File: src/rtl/tfsw_pkg.sv
// ----------------------------------------------------------------------------
// tfsw_pkg
// Shared types for the tent filter sample warp pipeline.
// ----------------------------------------------------------------------------
package tfsw_pkg;

    // side info that rides along with each word
    typedef struct packed {
        logic last;
        logic up_y;   // y took the upper branch (v >= 1/2)
        logic up_x;   // x took the upper branch (v >= 1/2)
    } t_tag;

endpackage

File: src/rtl/tfsw_root_step.sv
// ----------------------------------------------------------------------------
// tfsw_root_step
// One digit of a restoring integer square root: brings down two radicand
// bits, tries the next root bit and keeps the partial remainder.
// ----------------------------------------------------------------------------
module tfsw_root_step #(
    parameter int FRAC_BITS = 16
) (
    input  logic [FRAC_BITS+2:0] i_rem,
    input  logic [FRAC_BITS:0]   i_root,
    input  logic [1:0]           i_digit,
    output logic [FRAC_BITS+2:0] o_rem,
    output logic [FRAC_BITS:0]   o_root
);

    logic [FRAC_BITS+2:0] cand;
    logic [FRAC_BITS+2:0] trial;
    logic                 fits;

    always_comb begin
        cand  = {i_rem[FRAC_BITS:0], i_digit};
        trial = {i_root, 2'b01};
        fits  = (cand >= trial);
        o_rem  = fits ? (cand - trial) : cand;
        o_root = {i_root[FRAC_BITS-1:0], fits};
    end

endmodule

File: src/rtl/tfsw_pipe_stage.sv
// ----------------------------------------------------------------------------
// tfsw_pipe_stage
// Registered square-root stage for both coordinates, with its own valid bit
// and backpressure so bubbles are squeezed out.
// ----------------------------------------------------------------------------
module tfsw_pipe_stage #(
    parameter int FRAC_BITS = 16
) (
    input  logic                     i_clk,
    input  logic                     i_rst_n,
    input  logic                     i_vld,
    output logic                     o_rdy,
    input  logic [FRAC_BITS+2:0]     i_rem_x,
    input  logic [FRAC_BITS:0]       i_root_x,
    input  logic [2*FRAC_BITS+1:0]   i_rad_x,
    input  logic [FRAC_BITS+2:0]     i_rem_y,
    input  logic [FRAC_BITS:0]       i_root_y,
    input  logic [2*FRAC_BITS+1:0]   i_rad_y,
    input  tfsw_pkg::t_tag           i_tag,
    output logic                     o_vld,
    input  logic                     i_rdy,
    output logic [FRAC_BITS+2:0]     o_rem_x,
    output logic [FRAC_BITS:0]       o_root_x,
    output logic [2*FRAC_BITS+1:0]   o_rad_x,
    output logic [FRAC_BITS+2:0]     o_rem_y,
    output logic [FRAC_BITS:0]       o_root_y,
    output logic [2*FRAC_BITS+1:0]   o_rad_y,
    output tfsw_pkg::t_tag           o_tag
);

    logic                   r_vld;
    logic [FRAC_BITS+2:0]   r_rem_x,  r_rem_y;
    logic [FRAC_BITS:0]     r_root_x, r_root_y;
    logic [2*FRAC_BITS+1:0] r_rad_x,  r_rad_y;
    tfsw_pkg::t_tag         r_tag;

    logic [FRAC_BITS+2:0]   n_rem_x,  n_rem_y;
    logic [FRAC_BITS:0]     n_root_x, n_root_y;

    tfsw_root_step #(.FRAC_BITS(FRAC_BITS)) u_step_x (
        .i_rem   (i_rem_x),
        .i_root  (i_root_x),
        .i_digit (i_rad_x[2*FRAC_BITS+1:2*FRAC_BITS]),
        .o_rem   (n_rem_x),
        .o_root  (n_root_x)
    );

    tfsw_root_step #(.FRAC_BITS(FRAC_BITS)) u_step_y (
        .i_rem   (i_rem_y),
        .i_root  (i_root_y),
        .i_digit (i_rad_y[2*FRAC_BITS+1:2*FRAC_BITS]),
        .o_rem   (n_rem_y),
        .o_root  (n_root_y)
    );

    assign o_rdy = !r_vld || i_rdy;

    always_ff @(posedge i_clk) begin
        if (!i_rst_n) begin
            r_vld <= 1'b0;
        end else if (o_rdy) begin
            r_vld <= i_vld;
        end
    end

    always_ff @(posedge i_clk) begin
        if (o_rdy && i_vld) begin
            r_rem_x  <= n_rem_x;
            r_root_x <= n_root_x;
            r_rad_x  <= {i_rad_x[2*FRAC_BITS-1:0], 2'b00};
            r_rem_y  <= n_rem_y;
            r_root_y <= n_root_y;
            r_rad_y  <= {i_rad_y[2*FRAC_BITS-1:0], 2'b00};
            r_tag    <= i_tag;
        end
    end

    assign o_vld    = r_vld;
    assign o_rem_x  = r_rem_x;
    assign o_root_x = r_root_x;
    assign o_rad_x  = r_rad_x;
    assign o_rem_y  = r_rem_y;
    assign o_root_y = r_root_y;
    assign o_rad_y  = r_rad_y;
    assign o_tag    = r_tag;

endmodule

File: src/rtl/tent_filter_sample_warp_core.sv
// ----------------------------------------------------------------------------
// tent_filter_sample_warp_core
// Warps uniform 2-D samples in [0,1)^2 to a tent distribution on [-1,1].
// ----------------------------------------------------------------------------
// Slave stream: one word per sample, tdata = {y, x} as unsigned
// Q0.FRAC_BITS, tuser = last flag. Master stream: tdata = {y, x} as signed
// Q1.FRAC_BITS, tuser = last flag copied through.
// Each coordinate: v < 1/2 gives sqrt(2v)-1, else 1-sqrt(2-2v), with the
// root floored.
// Stages: one argument stage, FRAC_BITS+1 square-root digit stages, one
// result stage. Throughput: one word per clock while i_m_tready is high;
// the digit-per-stage root pipeline sets the depth, not the rate.
// Reset clears all valid bits; the data registers are not reset.
// When the receiver stalls the output register holds its word, and each
// stage keeps accepting until it is full, so empty slots fill before
// o_s_tready drops. No word is lost or repeated.
// ----------------------------------------------------------------------------
module tent_filter_sample_warp_core #(
    parameter int FRAC_BITS = 16
) (
    input  logic                                 i_clk,
    input  logic                                 i_rst_n,
    input  logic                                 i_s_tvalid,
    output logic                                 o_s_tready,
    // [F-1:0] x_in, [2F-1:F] y_in, upper bits zero padding
    input  logic [((2*FRAC_BITS+7)/8)*8-1:0]     i_s_tdata,
    // [0] last_in
    input  logic                                 i_s_tuser,
    output logic                                 o_m_tvalid,
    input  logic                                 i_m_tready,
    // [F+1:0] x_out, [2F+3:F+2] y_out, upper bits zero padding
    output logic [((2*FRAC_BITS+11)/8)*8-1:0]    o_m_tdata,
    // [0] last_out
    output logic                                 o_m_tuser
);

    localparam int F      = FRAC_BITS;
    localparam int OUT_W  = ((2*FRAC_BITS+11)/8)*8;
    localparam int STEPS  = FRAC_BITS + 1;

    // ---------------- argument stage ----------------
    logic [F-1:0]     vx, vy;
    logic [F:0]       n_ax, n_ay;   // argument / 2, in Q0.F
    logic [2*F+1:0]   n_rad_x, n_rad_y;
    tfsw_pkg::t_tag   n_tag;

    logic             r_vld0;
    logic [2*F+1:0]   r_rad_x, r_rad_y;
    tfsw_pkg::t_tag   r_tag0;

    logic [STEPS:0]   w_vld;
    logic [STEPS:0]   w_rdy;

    always_comb begin
        vx = i_s_tdata[F-1:0];
        vy = i_s_tdata[2*F-1:F];
        n_ax = vx[F-1] ? (((F+1)'(1) << F) - {1'b0, vx}) : {1'b0, vx};
        n_ay = vy[F-1] ? (((F+1)'(1) << F) - {1'b0, vy}) : {1'b0, vy};
        n_rad_x = {n_ax, 1'b0, {F{1'b0}}};
        n_rad_y = {n_ay, 1'b0, {F{1'b0}}};
        n_tag.last = i_s_tuser;
        n_tag.up_y = vy[F-1];
        n_tag.up_x = vx[F-1];
    end

    assign o_s_tready = !r_vld0 || w_rdy[0];

    always_ff @(posedge i_clk) begin
        if (!i_rst_n) begin
            r_vld0 <= 1'b0;
        end else if (o_s_tready) begin
            r_vld0 <= i_s_tvalid;
        end
    end

    always_ff @(posedge i_clk) begin
        if (o_s_tready && i_s_tvalid) begin
            r_rad_x <= n_rad_x;
            r_rad_y <= n_rad_y;
            r_tag0  <= n_tag;
        end
    end

    // ---------------- square-root digit stages ----------------
    logic [F+2:0]     w_rem_x  [0:STEPS];
    logic [F:0]       w_root_x [0:STEPS];
    logic [2*F+1:0]   w_rad_x  [0:STEPS];
    logic [F+2:0]     w_rem_y  [0:STEPS];
    logic [F:0]       w_root_y [0:STEPS];
    logic [2*F+1:0]   w_rad_y  [0:STEPS];
    tfsw_pkg::t_tag   w_tag    [0:STEPS];

    assign w_vld[0]    = r_vld0;
    assign w_rem_x[0]  = '0;
    assign w_root_x[0] = '0;
    assign w_rad_x[0]  = r_rad_x;
    assign w_rem_y[0]  = '0;
    assign w_root_y[0] = '0;
    assign w_rad_y[0]  = r_rad_y;
    assign w_tag[0]    = r_tag0;

    for (genvar k = 0; k < STEPS; k++) begin : g_step
        tfsw_pipe_stage #(.FRAC_BITS(FRAC_BITS)) u_stage (
            .i_clk    (i_clk),
            .i_rst_n  (i_rst_n),
            .i_vld    (w_vld[k]),
            .o_rdy    (w_rdy[k]),
            .i_rem_x  (w_rem_x[k]),
            .i_root_x (w_root_x[k]),
            .i_rad_x  (w_rad_x[k]),
            .i_rem_y  (w_rem_y[k]),
            .i_root_y (w_root_y[k]),
            .i_rad_y  (w_rad_y[k]),
            .i_tag    (w_tag[k]),
            .o_vld    (w_vld[k+1]),
            .i_rdy    (w_rdy[k+1]),
            .o_rem_x  (w_rem_x[k+1]),
            .o_root_x (w_root_x[k+1]),
            .o_rad_x  (w_rad_x[k+1]),
            .o_rem_y  (w_rem_y[k+1]),
            .o_root_y (w_root_y[k+1]),
            .o_rad_y  (w_rad_y[k+1]),
            .o_tag    (w_tag[k+1])
        );
    end

    // ---------------- result stage ----------------
    logic [F+1:0]     one_fx;
    logic [F+1:0]     n_res_x, n_res_y;
    logic             r_out_vld;
    logic [F+1:0]     r_res_x, r_res_y;
    tfsw_pkg::t_tag   r_out_tag;

    always_comb begin
        one_fx  = (F+2)'(1) << F;
        n_res_x = w_tag[STEPS].up_x ? (one_fx - {1'b0, w_root_x[STEPS]})
                                    : ({1'b0, w_root_x[STEPS]} - one_fx);
        n_res_y = w_tag[STEPS].up_y ? (one_fx - {1'b0, w_root_y[STEPS]})
                                    : ({1'b0, w_root_y[STEPS]} - one_fx);
    end

    assign w_rdy[STEPS] = !r_out_vld || i_m_tready;

    always_ff @(posedge i_clk) begin
        if (!i_rst_n) begin
            r_out_vld <= 1'b0;
        end else if (w_rdy[STEPS]) begin
            r_out_vld <= w_vld[STEPS];
        end
    end

    always_ff @(posedge i_clk) begin
        if (w_rdy[STEPS] && w_vld[STEPS]) begin
            r_res_x   <= n_res_x;
            r_res_y   <= n_res_y;
            r_out_tag <= w_tag[STEPS];
        end
    end

    assign o_m_tvalid = r_out_vld;
    assign o_m_tdata  = OUT_W'({r_res_y, r_res_x});
    assign o_m_tuser  = r_out_tag.last;

`ifndef SYNTHESIS
    // with the output slot free, every stage can advance
    a_ready_when_drained: assert property (@(posedge i_clk) disable iff (!i_rst_n)
        !r_out_vld |-> o_s_tready)
        else $error("input stalled with output register empty");

    // x on the lower branch always lands strictly below zero
    a_lower_negative: assert property (@(posedge i_clk) disable iff (!i_rst_n)
        (r_out_vld && !r_out_tag.up_x) |-> r_res_x[F+1])
        else $error("lower-branch x result not negative");

    // y on the upper branch always lands in [0, 1]
    a_upper_nonneg: assert property (@(posedge i_clk) disable iff (!i_rst_n)
        (r_out_vld && r_out_tag.up_y) |-> (!r_res_y[F+1] && (r_res_y <= one_fx)))
        else $error("upper-branch y result out of range");

    // the output is never valid in the cycle after reset is asserted
    a_reset_empty: assert property (@(posedge i_clk)
        !i_rst_n |=> !o_m_tvalid)
        else $error("output valid right after reset");
`endif

endmodule
File: config.mk
export PLATFORM = sky130hd
export DESIGN_NAME = tent_filter_sample_warp_core
export DESIGN_NICKNAME = d
export VERILOG_FILES = /design/src/rtl/tfsw_pkg.sv /design/src/rtl/tfsw_root_step.sv /design/src/rtl/tfsw_pipe_stage.sv /design/src/rtl/tent_filter_sample_warp_core.sv
export SDC_FILE = /design/constraint.sdc
export NUM_CORES = 2
export LEC_CHECK = 0
export BUFFER_PORTS_ARGS = -buffer_cell sky130_fd_sc_hd__buf_2
export CAP_MARGIN = 5
export CORE_MARGIN = 3
export CORE_UTILIZATION = 60
export DETAILED_ROUTE_END_ITERATION = 12
export GPL_TIMING_DRIVEN = 0
export PLACE_DENSITY = 0.78
export SETUP_SLACK_MARGIN = 0.3
export SYNTH_ARGS = -nofsm -noshare
export SYNTH_HDL_FRONTEND = slang
export SYNTH_SLANG_ARGS = --single-unit
File: constraint.sdc
create_clock -name i_clk -period 9.8 [get_ports i_clk]
set_input_delay 0.98 -clock i_clk [delete_from_list [all_inputs] [get_ports i_clk]]
set_output_delay 0.98 -clock i_clk [all_outputs]
set_load 0.03 [all_outputs]
==> results.ini <==
[pwr]
total_power_w=0.00921
p_leak_nw=21.9
peakVddDrop_v=0.000165
powerDensity_nw_per_um2=157

[yosys]
synth.avg_cell_area_um2=12.7
syn_inst=4156
yosysUniqueCellTypes=95
ys_warn_count=0
synth_mux_area_share_pct=2.27
synth_compound_area_share_pct=9.89
synth_top_family_by_area=compound AO/OA/AOI/OAI gates
yosys_most_used_dff=edfxtp_1
synthSimpleGateAreaFrac_pct=9.73
synth_edf_count=1053
synth_area_um2=52700
ys_seq_elements=1072
synth_fa_ha_area_share_pct=7.97
synthArstFlopShare_pct=0
yosysSeqAreaShare_pct=60.7
synth_xor_area_share_pct=6.20

[cts]
cts_setup_buffers=0
cts_max_path_buffers=3
htreeDepth=3
cts_buffers=106
clkTransAtPathRegs_ns=0.06
postCtsHoldBufs=0
postCtsResizedCells=0
cts_root_buffer=clkbuf_16
clk_latency_ns=0.70
cts_tree=built
cts.sinks=1072

[sta]
max_freq_ghz=0.208
final_hold_viol_count=0
rsz0062_at_grt=no
fin_tns_setup_ns=0
final.setup.worst_slack_ns=4.99
slew_viol_final=0
finClkSkew_ns=0.0567
min_period_over_period_pct=49.1
period_minus_slack_ns=4.81
finalSetupViolCount=0
relSlewSlack_pct=31.8
tightest_slew_ns=1.02

[job]
maxCapViolCount=0

[floorplanning]
core-area_um2=86900
ios=80
num_rows=108
die-area_um2=91400
die_h_um=302
die-width_um=302
floorplan.initialDensity_pct=60.7

[place]
place_congestion=0.892
dp_hpwl_um=66300
place_area_um2=55200
port_buffers=74
placedCellCount=5414
post-place-ws_ns=4.97

[drt]
drc=0
routed_via_density=5.64
route.vias.total=31682
wire_per_inst_um=15.8
ant_nets=0
drtPass1Iterations=5
drt_iter0_drc=1546
routed_wl_um=88900

[global_routing]
grt_pass1_vias=32111
antenna_found_initial=2
grt_first_pass_wirelength_um=147000
grt_usage_pct=19.7
gr-total-overflow=0
grt_max_degree=44

[cells_and_area]
drive_gt1_share_pct=9.79
ff_latch_area_um2=32000
nNetsFinal=4730
multiInputGateArea_um2=19200
fillers=5840
area.growth.synth_to_final_pct=11.4
final_area_um2=58700
stdcell_count=5613

[min_path]
hp-class=flop to flop

[setup_path]
worstSetupPathType=input port to output pin
endpoint_kind=output pin
critPathLaunchType=input port
crit_arrival_ns=3.83
critical_path.max_fanout=8
required_ns=8.82
r2r_setup_slack_ns=6.17

[run_status]
outcome=finished clean

-- placed cells by master, fill, tap and decap left out, types with 75 or more instances in the layout --
master     count
ha_1         310
a21oi_1      178
nor3_1       114
nand2_1      264
xnor2_1      212
o21a_1        75
inv_1        383
xor2_1       161
clkbuf_16    107
o21ai_0      241
mux2_2        91
edfxtp_1    1053
nor2_1       233
buf_2         87
-- stage by stage --
| step | hold WS, ns | utilization (%) |
|---|---|---|
| final | 0.402 | 67.6 |
| after global routing | 0.409 | 67.6 |
| after CTS | 0.404 | 67.6 |
| after detailed placement | 0.405 | 63.5 |
| after global placement | 0.400 | 62.8 |
| after floorplan | 0.400 | - |
-- cells in the mapped netlist (all sizes together), types with 16 or more instances --
cell / n / share of area, %
or2: 21 / 0.25
and3: 18 / 0.22
nor2b: 53 / 0.63
xor2: 161 / 2.7
nand4: 19 / 0.23
nor2: 233 / 1.7
nand2b: 58 / 0.69
ha: 310 / 7.4
a21o: 71 / 1.0
nand2: 264 / 1.9
buf: 21 / 0.24
o21a: 75 / 1.1
nor4: 49 / 0.61
inv: 384 / 2.7
and2: 23 / 0.27
edfxtp: 1053 / 60
mux2: 100 / 2.1
or3: 49 / 0.59
clkbuf: 32 / 0.23
nand3: 46 / 0.44
fa: 16 / 0.61
o21bai: 19 / 0.27
or4: 33 / 0.48
o21ai: 250 / 2.4
xnor2: 212 / 3.5
o31ai: 50 / 0.71
a21boi: 18 / 0.26
a21oi: 181 / 1.7
dfxtp: 19 / 0.72
nor3: 116 / 1.1
a211oi: 34 / 0.51
-- worst max-delay path, stage by stage --
cell	delay, ns
buf_2	0.11
and4b_1	0.45
and3_2	0.42
nand3_1	0.21
nor4_1	0.84
and2_0	0.21
buf_2	0.27
nand3_1	0.13
buf_2	0.20
-- cell type report --
cell class	count	area share [%]
sequential	1072	54.5
multi-input combinational	2651	32.7
clock buffer	123	4.73
inverter	387	2.47
tap	1155	2.46
timing repair buffer	96	1.41
clock inverter	72	1.31
buffer	53	0.418
antenna	4	0.0170
-- layer usage --
metal	vias up	share of wire [%]	global-route usage (%)
met1	15160	36	19.7
li1	15694	-	-
met3	243	3.0	2.75
met5	-	0	0
met2	585	56	39.8
met4	0	4.2	8.42
-- cell families after synthesis --
kind of cell    count (synthesis)
simple gates                 1022
fa+ha+maj                     326
buf+inv                       440
mux                           107
compound gates                815
xor+xnor                      373
other cells                     1
flops                        1072
-- report_power, final --
part | internal [W] | switching (W)
Clock | 0.00233 | 0.00171
Sequential | 0.00503 | 0.0000183
Combinational | 0.0000506 | 0.0000721
-- sequential cells by signal, indices dropped and copies added (netlist names) --
signal / count
g_step.u_stage.o_vld: 17
g_step.u_stage.o_rad_y: 64
o_m_tuser: 1
g_step.u_stage.o_rem_x: 247
r_rad_x: 17
o_m_tvalid: 1
g_step.u_stage.o_root_y: 153
r_res_x: 18
r_res_y: 18
g_step.u_stage.o_rem_y: 247
g_step.u_stage.o_rad_x: 64
g_step.u_stage.o_root_x: 153
g_step.u_stage.o_tag: 51
r_vld0: 1
r_tag0: 3
r_rad_y: 17
-- final timing paths --
kind,start,end,cells after the start
setup / recovery,i_m_tready,o_s_tready,9
hold / removal,g_step[12].u_stage.o_root_x[2]$_DFFE_PP_,g_step[13].u_stage.o_root_x[3]$_DFFE_PP_,0
setup reg to reg,g_step[9].u_stage.o_rem_x[0]$_SDFFCE_PP0P_,g_step[10].u_stage.o_rem_x[7]$_DFFE_PP_,8
hold reg to reg,g_step[12].u_stage.o_root_x[2]$_DFFE_PP_,g_step[13].u_stage.o_root_x[3]$_DFFE_PP_,0
(Power assumes the default switching activity.)
